$ cat src/hdl/q2s_pkg.sv
package q2s_pkg;

  localparam logic [1:0] RmNearest = 2'd0;
  localparam logic [1:0] RmZero    = 2'd1;
  localparam logic [1:0] RmUp      = 2'd2;
  localparam logic [1:0] RmDown    = 2'd3;

  localparam logic [0:0] CfgRounding = 1'b0;
  localparam logic [0:0] CfgTrap     = 1'b1;

  localparam logic [4:0] ExcNx = 5'h01;
  localparam logic [4:0] ExcUf = 5'h04;
  localparam logic [4:0] ExcOf = 5'h08;
  localparam logic [4:0] ExcNv = 5'h10;

  localparam logic [30:0] XmHuge  = 31'h407f0000;
  localparam logic [30:0] XmSpec  = 31'h7fff0000;
  localparam logic [30:0] XmNorm  = 31'h3f810000;
  localparam logic [30:0] XmTiny  = 31'h3f690000;
  localparam logic [30:0] XmBias  = 31'h3f800000;
  localparam logic [15:0] ExpBias = 16'h3f80;
  localparam logic [31:0] QNan    = 32'h7fc00000;
  localparam logic [31:0] Inf     = 32'h7f800000;
  localparam logic [31:0] MaxFin  = 32'h7f7fffff;

  typedef enum logic [1:0] {
    KindSpecial = 2'd0,
    KindNormal  = 2'd1,
    KindSub     = 2'd2
  } kind_e;

  // Item after classification and alignment.
  typedef struct packed {
    kind_e       kind;
    logic        sign;
    logic [1:0]  rm;
    logic [4:0]  te;
    logic [31:0] bits;
    logic [4:0]  exc;
    logic        wr;
    logic        rnd;
    logic        sticky;
  } q2s_mid_t;

  typedef struct packed {
    logic [31:0] bits;
    logic [4:0]  exc;
    logic        wr;
    logic        trap;
  } q2s_res_t;

endpackage

$ cat src/hdl/q2s_classify.sv
module q2s_classify (
  input  logic [63:0]          quad_high_i,
  input  logic [63:0]          quad_low_i,
  input  logic [1:0]           rm_i,
  input  logic [4:0]           te_i,
  output q2s_pkg::q2s_mid_t    mid_o
);

  logic        sign;
  logic [30:0] xm;
  logic [22:0] frac23;
  logic [1:0]  rm;
  logic        low_nz;
  logic [4:0]  e;
  logic [23:0] mant;
  logic [47:0] wide;
  logic        trp;

  always_comb begin
    sign   = quad_high_i[63];
    xm     = quad_high_i[62:32];
    frac23 = quad_high_i[47:25];
    rm     = sign ? (rm_i ^ {1'b0, rm_i[1]}) : rm_i;
    low_nz = (quad_low_i != 64'd0);
    e      = 5'(q2s_pkg::ExpBias - {1'b0, xm[30:16]});
    mant   = {1'b1, frac23};
    wide   = {mant, 24'd0} >> e;
    mid_o        = '0;
    mid_o.sign   = sign;
    mid_o.rm     = rm;
    mid_o.te     = te_i;
    mid_o.kind   = q2s_pkg::KindSpecial;
    trp          = 1'b0;
    if (xm >= q2s_pkg::XmHuge) begin
      if (xm >= q2s_pkg::XmSpec) begin
        if (xm[15:0] != 16'd0 || quad_high_i[31:0] != 32'd0 || low_nz) begin
          mid_o.bits = {sign, 31'd0} | q2s_pkg::QNan | {10'd0, quad_high_i[46:25]};
          if (!xm[15]) begin
            trp        = (te_i & q2s_pkg::ExcNv) != 5'd0;
            mid_o.exc  = q2s_pkg::ExcNv;
            mid_o.wr   = !trp;
          end
        end else begin
          mid_o.bits = {sign, 31'd0} | q2s_pkg::Inf;
        end
      end else begin
        mid_o.bits = {sign, 31'd0} |
          ((rm == q2s_pkg::RmNearest || rm == q2s_pkg::RmUp) ? q2s_pkg::Inf
                                                              : q2s_pkg::MaxFin);
        trp       = (te_i & (q2s_pkg::ExcOf | q2s_pkg::ExcNx)) != 5'd0;
        mid_o.exc = q2s_pkg::ExcOf | q2s_pkg::ExcNx;
        mid_o.wr  = !trp;
      end
    end else if (xm < q2s_pkg::XmTiny) begin
      if (quad_high_i[62:0] == 63'd0 && !low_nz) begin
        mid_o.bits = {sign, 31'd0};
      end else begin
        mid_o.bits = {sign, 30'd0, rm == q2s_pkg::RmUp};
        trp        = (te_i & (q2s_pkg::ExcUf | q2s_pkg::ExcNx)) != 5'd0;
        mid_o.exc  = q2s_pkg::ExcUf | q2s_pkg::ExcNx;
        mid_o.wr   = !trp;
      end
    end else if (xm < q2s_pkg::XmNorm) begin
      mid_o.kind   = q2s_pkg::KindSub;
      mid_o.bits   = {8'd0, 1'b0, wide[47:25]};
      mid_o.rnd    = wide[24];
      mid_o.sticky = (wide[23:0] != 24'd0) || (quad_high_i[24:0] != 25'd0) || low_nz;
    end else begin
      mid_o.kind   = q2s_pkg::KindNormal;
      mid_o.bits   = {1'b0, 31'((xm - q2s_pkg::XmBias) << 7) | {8'd0, frac23}};
      mid_o.rnd    = quad_high_i[24];
      mid_o.sticky = (quad_high_i[23:0] != 24'd0) || low_nz;
    end
    if (mid_o.kind == q2s_pkg::KindSpecial) begin
      mid_o.rnd = trp;
    end
  end

endmodule

$ cat src/hdl/q2s_round.sv
module q2s_round (
  input  q2s_pkg::q2s_mid_t mid_i,
  output q2s_pkg::q2s_res_t res_o
);

  logic        sub;
  logic        inc;
  logic [31:0] u;
  logic [4:0]  exc;

  always_comb begin
    sub = (mid_i.kind == q2s_pkg::KindSub);
    u   = mid_i.bits;
    exc = 5'd0;
    inc = 1'b0;
    if (mid_i.rnd || mid_i.sticky) begin
      exc = q2s_pkg::ExcNx | (sub ? q2s_pkg::ExcUf : 5'd0);
      inc = (mid_i.rm == q2s_pkg::RmUp) ||
            (mid_i.rm == q2s_pkg::RmNearest && mid_i.rnd &&
             (mid_i.sticky || u[0]));
      if (inc) begin
        u = u + 32'd1;
        if (u >= q2s_pkg::Inf) begin
          exc = exc | q2s_pkg::ExcOf;
        end
      end
    end else if (sub && (mid_i.te & q2s_pkg::ExcUf) != 5'd0) begin
      exc = q2s_pkg::ExcUf;
    end
    if (mid_i.kind == q2s_pkg::KindSpecial) begin
      res_o.bits = mid_i.bits;
      res_o.exc  = mid_i.exc;
      res_o.wr   = mid_i.wr;
      res_o.trap = mid_i.rnd;
    end else begin
      res_o.bits = u | {mid_i.sign, 31'd0};
      res_o.exc  = exc;
      res_o.wr   = 1'b1;
      res_o.trap = (exc & mid_i.te) != 5'd0;
    end
  end

endmodule

$ cat src/hdl/quad_to_single_float_convert.sv
// Channel | Direction | Signals
// input   | in        | in_valid_i, in_ready_o, quad_high_i, quad_low_i
// result  | out       | out_valid_o, out_ready_i, single_bits_o, exc_flags_o, ...
// config  | in        | cfg_valid_i, cfg_ready_o, cfg_index_i, cfg_data_i
// Three register stages: input, classify and align, round. One beat is taken
// every cycle unless the output stalls; a stage advances when the stage after
// it is empty or advancing. Reset clears the valid bits, rounding mode and trap
// enables. A stall holds full stages up to the first empty one; no beat is lost.
module quad_to_single_float_convert (
  input  logic        clk_i,
  input  logic        rst_ni,
  input  logic        in_valid_i,
  output logic        in_ready_o,
  input  logic [63:0] quad_high_i,
  input  logic [63:0] quad_low_i,
  output logic        out_valid_o,
  input  logic        out_ready_i,
  output logic [31:0] single_bits_o,
  output logic [4:0]  exc_flags_o,
  output logic        flags_written_o,
  output logic        trap_o,
  input  logic        cfg_valid_i,
  output logic        cfg_ready_o,
  input  logic [0:0]  cfg_index_i,
  input  logic [4:0]  cfg_data_i
);

  logic [1:0]  rm_q;
  logic [4:0]  te_q;
  logic        v1_q, v2_q, v3_q;
  logic        adv1, adv2, adv3;
  logic [63:0] hi_q, lo_q;
  logic [1:0]  rm1_q;
  logic [4:0]  te1_q;
  q2s_pkg::q2s_mid_t mid_d, mid_q;
  q2s_pkg::q2s_res_t res_d, res_q;

  assign cfg_ready_o = 1'b1;
  assign adv3 = !v3_q || out_ready_i;
  assign adv2 = !v2_q || adv3;
  assign adv1 = !v1_q || adv2;
  assign in_ready_o = adv1;

  always_ff @(posedge clk_i or negedge rst_ni) begin
    if (!rst_ni) begin
      rm_q <= q2s_pkg::RmNearest;
      te_q <= 5'd0;
      v1_q <= 1'b0;
      v2_q <= 1'b0;
      v3_q <= 1'b0;
    end else begin
      if (cfg_valid_i) begin
        case (cfg_index_i)
          q2s_pkg::CfgRounding: rm_q <= cfg_data_i[1:0];
          q2s_pkg::CfgTrap:     te_q <= cfg_data_i;
          default: ;
        endcase
      end
      if (adv1) v1_q <= in_valid_i;
      if (adv2) v2_q <= v1_q;
      if (adv3) v3_q <= v2_q;
    end
  end

  always_ff @(posedge clk_i) begin
    if (adv1 && in_valid_i) begin
      hi_q  <= quad_high_i;
      lo_q  <= quad_low_i;
      rm1_q <= rm_q;
      te1_q <= te_q;
    end
    if (adv2 && v1_q) mid_q <= mid_d;
    if (adv3 && v2_q) res_q <= res_d;
  end

  q2s_classify u_classify (
    .quad_high_i(hi_q),
    .quad_low_i (lo_q),
    .rm_i       (rm1_q),
    .te_i       (te1_q),
    .mid_o      (mid_d)
  );

  q2s_round u_round (
    .mid_i(mid_q),
    .res_o(res_d)
  );

  assign out_valid_o     = v3_q;
  assign single_bits_o   = res_q.bits;
  assign exc_flags_o     = res_q.exc;
  assign flags_written_o = res_q.wr;
  assign trap_o          = res_q.trap;

endmodule

$ cat config.mk
export PLATFORM = sky130hd
export DESIGN_NAME = quad_to_single_float_convert
export DESIGN_NICKNAME = d
export VERILOG_FILES = /design/src/hdl/q2s_pkg.sv /design/src/hdl/q2s_classify.sv /design/src/hdl/q2s_round.sv /design/src/hdl/quad_to_single_float_convert.sv
export SDC_FILE = /design/constraint.sdc
export NUM_CORES = 1
export LEC_CHECK = 0
export ABC_AREA = 1
export BUFFER_PORTS_ARGS = -buffer_cell sky130_fd_sc_hd__buf_2
export CAP_MARGIN = 10
export CORE_ASPECT_RATIO = 1.1
export CORE_UTILIZATION = 25
export CTS_CLUSTER_SIZE = 40
export DETAILED_ROUTE_END_ITERATION = 8
export GPL_TIMING_DRIVEN = 0
export PLACE_DENSITY = 0.44
export SETUP_SLACK_MARGIN = 0.2
export SYNTH_ARGS = -nofsm -noshare
export SYNTH_HDL_FRONTEND = slang
export SYNTH_SLANG_ARGS = --single-unit
$ cat constraint.sdc
create_clock -name clk_i -period 3.5 [get_ports clk_i]
set_input_delay 0.525 -clock clk_i [delete_from_list [all_inputs] [get_ports clk_i]]
set_output_delay 0.525 -clock clk_i [all_outputs]
set_load 0.1 [all_outputs]
; Word level (Yosys, flattened, before mapping)
; Cells that the tools add are included.
[classes]
n_addsub = 3
order_cmp = 5
eq_ne = 3
shift = 1
n_mux = 33
bitwise_logic = 7
reduce_logical = 43
[op_table]
columns = cell, count
row1 = $mux 32, 4
row2 = $mux 38, 2
row3 = $reduce_bool 64->1, 1
row4 = $logic_not 63->1, 1
row5 = $ge 31x31->1 const B, 2
row6 = $lt 31x30->1 const B, 2
row7 = $reduce_bool 24->1, 2
row8 = $shr 48x5->48, 1
row9 = $mux 39, 1
row10 = $add 32x1->32 const B, 1
row11 = $ge 32x31->1 const B, 1
row12 = $or 32x22->32, 1
row13 = $or 32x31->32, 1
row14 = $or 32x32->32, 1
row15 = $reduce_bool 32->1, 1
row16 = $mux 31, 1
row17 = $or 31x23->31, 1
row18 = $reduce_bool 25->1, 1
row19 = $mux 24, 1
row20 = $sub 24x24->24 const B, 1
row21 = $reduce_bool 16->1, 1
row22 = $reduce_bool 5->1, 3
row23 = $mux 2, 7
row24 = $logic_or 1x1->1, 12
row25 = other kinds (15), 45
[word_totals]
reg_bits = 234
out_inout_bits = 42

; Logic depth before layout (Yosys ltp)
[logic_depth]
word_depth = 9
depth_mapped = 20

; Hierarchy
; Synthesis repeated with hierarchy kept, for this count alone.
[hier_totals]
cells_unflattened = 1201
hier_area_um2 = 11546.1
[modules_own_cells]
columns = mod, instances, cells_per_inst, area_each_um2, seq_area_each_um2
row1 = quad_to_single_float_convert, 1, 272, 7149.4, 6976.7
row2 = q2s_classify, 1, 686, 3231.8, 0.0
row3 = q2s_round, 1, 243, 1164.9, 0.0

; Worst setup path after synthesis
; OpenSTA, ideal clock, no wires.
[synth_timing]
kind = register to register
startpoint = register v3_q (netlist: out_valid_o)
endpoint = register hi_q[0] (enable)
setup_time_ns = 0.487
arrival_ns = 4.476
setup_slack_ns = -1.463
stages_incl_launch_ff = 6
n_path_buf = 0
period_less_slack_ns = 4.963
path_cell_list = dfrtp_1 > nand2_1 > nor2_1 > nand2_1 > nand2_1 > inv_1
[synth_between]
elab_chain_cells = 5
[synth_lines]
columns = element, line_no
row1 = from (decl), quad_to_single_float_convert.sv:30  ; logic v1_q, v2_q, v3_q;
row2 = from (signal assigned), quad_to_single_float_convert.sv:61  ; if (adv3) v3_q <= v2_q;
row3 = $logic_not 1->1, quad_to_single_float_convert.sv:39  ; assign adv3 = !v3_q || out_ready_i;
row4 = $logic_or 1x1->1, quad_to_single_float_convert.sv:39
row5 = $logic_or 1x1->1, quad_to_single_float_convert.sv:40  ; assign adv2 = !v2_q || adv3;
row6 = $logic_or 1x1->1, quad_to_single_float_convert.sv:41  ; assign adv1 = !v1_q || adv2;
row7 = net in_ready_o, quad_to_single_float_convert.sv:13  ; output logic in_ready_o,
row8 = $logic_and 1x1->1, quad_to_single_float_convert.sv:66  ; if (adv1 && in_valid_i) begin
row9 = to (signal assigned), quad_to_single_float_convert.sv:67  ; hi_q <= quad_high_i;
row10 = to (decl), quad_to_single_float_convert.sv:32  ; logic [63:0] hi_q, lo_q;
; The timed path passes the listed nets, and every way through them passes these cells.
; A chain may end at the register's enable or synchronous reset.

; Worst setup path in the final report
[layout_timing]
startpoint = register hi_q[48]
endpoint = register mid_q[0] (netlist name) (data pin)
[layout_between]
elab_chain_cells = 6
[layout_lines]
columns = element, line_no
row1 = $sub 1x5->5, q2s_classify.sv:25  ; e = 5'(q2s_pkg::ExpBias - {1'b0, xm[30:16]});
row2 = $shr 48x5->48, q2s_classify.sv:27  ; wide = {mant, 24'd0} >> e;
row3 = $reduce_bool 24->1, q2s_classify.sv:67  ; mid_o.sticky = (wide[23:0] != 24'd0) || (quad_high_i[24:0] != 25'd0) || low_nz;
row4 = $logic_or 1x1->1 (2 in series), q2s_classify.sv:67
row5 = $mux 2, q2s_classify.sv:63  ; end else if (xm < q2s_pkg::XmNorm) begin
row6 = to (signal assigned), quad_to_single_float_convert.sv:72  ; if (adv2 && v1_q) mid_q <= mid_d;
row7 = to (decl), quad_to_single_float_convert.sv:35  ; q2s_pkg::q2s_mid_t mid_d, mid_q;
; Parallel ways exist; a longest one is shown, timed or not.

==> qor.csv <==
metric,value,unit
Async SR Flop Fraction,3.947,%
io pins,181,
Pwr Total,8651,uW
Clock transition at path regs,0.06,ns
top post-synthesis cells by area,"edfxtp_1 60%, nand2_1 11%, nand3_1 7.2%",
DRT Wirelength,31.00,mm
Starting Density,25.34,%
I/O Buffers,178,
via/cell ratio,4.371,
Worst-Margin Slew,0.6141,ns
RR Startpoint,hi_q[48]$_DFFE_PP_,
CP max FO,10,
remaining antenna violation count,0,
All-Layer GR Usage,13.90,%
period utilisation layout,88.17,%
compound-cell area share of the yosys netlist,2.631,%
Final Slew Violations,0,
WS Path Type,reg2reg,
DRC Markers,0,
H-tree depth,1,
Leak,0.005468,uW
Seq. cell area,6805,um2
Hold Crit Start,quad_high_i[7],
post-CTS setup buffers,0,
CP Capture Type,flop,
WL/cell,16.20,um
Final Util,31.37,%
Setup WS post-layout,0.4141,ns
row count,80,
Post-Synth XOR/XNOR Area,1.902,%
Hold Path Class,in2reg,
Core Region,43340,um2
deepest clock path buffer count,3,
Layout area overhead,23.76,%
largest family of logic cells by synthesized area,simple AND/OR/NAND/NOR gates,
1st-pass router iterations,5,
GP Congestion,0.9049,
Synth Cell Area,10980,um2
Syn Inst Count,1105,
Syn Nets,1249,
first-pass GRT wire length,48.22,mm
initial antenna violation count,9,
Clock Skews,0.01603,ns
Peak VDD IR,379.2,uV
via count,8367,
Synth Register Bits,228,
yosys warns,0,
CTS buffer count,27,
Final min period,3.086,ns
initial DRC count,360,
post-synthesis sequential area ratio,61.92,%
CTS root buffer,clkbuf_16,
mux cell area share after synthesis,0.4101,%
RSZ-0062 raised after global routing,false,
share of layout cells above drive strength 1,23.34,%
CTS tree,done,
clock latency on the worst-skew pair,0.56,ns
"Primary FF master, synth",edfxtp_1,
Slew HR,58.74,%
TritonCTS Sinks,228,
MaxCap Viol Count,0,
fmax,324.0,MHz
hpwl dp,24.58,mm
die width,201.9,um
WP data arrival,3.39,ns
status,"finished, final reports clean",
PwrDens,636.4,nW/um2
"Distinct cells, synth",49,
# fillers,4521,
Min Hold Slack,0.1358,ns
largest net degree at the start of global routing,47,
number of flops mapped to enable cells by yosys,219,
Setup crit start,hi_q[48]$_DFFE_PP_,
grt ovf,0,
top cell type's share of synthesized area,59.87,%
Post-Synth Adder-Cell Area,0.5695,%
post-synthesis simple-gate area fraction,27.46,%
most frequent cells in the layout,"312 x nand2_1, 219 x edfxtp_1, 188 x buf_2",
DIE HEIGHT,221.8,um
Multi-input gate area,3680,um2
vias in the first global route,8516,
"most common cell after layout, fill and taps aside",nand2_1,
cell taking the most area after synthesis,edfxtp_1,
pre-CTS setup slack,0.3499,ns
worst endpoint required time,3.80,ns
die area,44780,um2
nets@finish,1462,
setup violators final,0,
Syn Area/Cell,9.941,um2
Final Hold Viols,0,
startpoint class of the critical path,flop,
## flip-flops by register name, summed over array words and instances (netlist names), 2 cells and up
signal,count
rm1_q,2
te1_q,4
hi_q,64
lo_q,64
single_bits_o,32
mid_q,47
te_q,4
rm_q,2
exc_flags_o,4
## cell families (layout without fill, tap and decap cells)
kind of cell	after synthesis	in the layout
simple gates	682	682
compound gates	50	50
mux	4	4
buf+inv	111	343
other cells	2	5
xor+xnor	23	23
flops	228	228
fa+ha+maj	5	5
## cell type report
| type | count | area share (%) |
|---|---|---|
| multi-input cells | 766 | 27.07 |
| repair buffers | 184 | 7.363 |
| diodes | 3 | 0.05522 |
| inverters | 77 | 2.237 |
| flip-flops and latches | 228 | 50.06 |
| clock buffers | 31 | 5.081 |
| well taps | 574 | 5.283 |
| plain buffers | 34 | 1.868 |
| clock inverters | 17 | 0.9848 |
## stage by stage
stage                     cell area [um2]  cells  setup TNS (ns)
final                               13590   1914               0
after global routing                13590   1911               0
after global placement              12640   1857         -126.82
after floorplan                     11030   1105          -2.870
after CTS                           13590   1911               0
after detailed placement            12750   1862               0
## worst max-delay path: stages, from the launching register on
cell and delay (ns):
edfxtp_1 0.42, buf_6 0.18, inv_8 0.10, buf_6 0.15, ha_1 0.20, ha_1 0.23
buf_2 0.18, inv_2 0.14, buf_2 0.27, nand2_1 0.11, nand2_1 0.10, nand2_1 0.06
nand2_1 0.13, nand2_1 0.07, nor2_1 0.10, nand3_1 0.07, nand2_1 0.06, nand3_1 0.11
nand2_1 0.09, nand2_1 0.05
## layer usage
metal  part of all wire [%]  up-vias  GRT usage (%)
met5                   0.25        -              0
met2                     46      230          22.90
met4                    2.7       14          4.399
li1                       -     4246              -
met1                     44     3806          17.24
met3                    7.3       71          4.336
## report_power, final
part / internal (uW) / total [uW] / leakage [uW] / switching [uW]
Combinational: 521 / 2280 / 0.00283 / 1760
Sequential: 3510 / 3760 / 0.00223 / 246
Clock: 1500 / 2610 / 0.000409 / 1120
## final timing paths
kind                                                end  slack (ns)  cells past startpoint
worst max-delay path             mid_q[0]$_SDFFCE_PP0P_        0.41                     19
worst min-delay path                  hi_q[7]$_DFFE_PP_        0.14                      1
worst max register to register   mid_q[0]$_SDFFCE_PP0P_        0.41                     19
worst min register to register       te1_q[4]$_DFFE_PP_        0.45                      0
max in group asynchronous       out_valid_o$_DFFE_PN0P_        2.90                      2
min in group asynchronous              v1_q$_DFFE_PN0N_        0.38                      2
## cell usage after synthesis, types with 2 or more instances
master,count
a21oi_1,7
a31oi_1,4
buf_2,10
buf_4,10
buf_6,10
clkbuf_1,3
conb_1,2
dfrtp_1,9
edfxtp_1,219
ha_1,5
inv_1,62
inv_2,11
mux2_2,4
nand2_1,315
nand2_2,7
nand2_4,2
nand3_1,158
nand3b_1,3
nand4_1,35
nor2_1,120
nor2_2,13
nor2_4,2
nor3_1,8
nor3_2,2
nor4_1,11
o211ai_1,4
o21ai_0,21
o21ai_1,5
o22ai_1,2
o31ai_1,2
xnor2_1,16
xor2_1,6
## what timing repair did
item	CTS	global route
resized for setup	0	1
hold buffers	1	0
endpoints found under the hold margin	9	0
setup endpoints to repair	0	1
(Power assumes the default switching activity.)
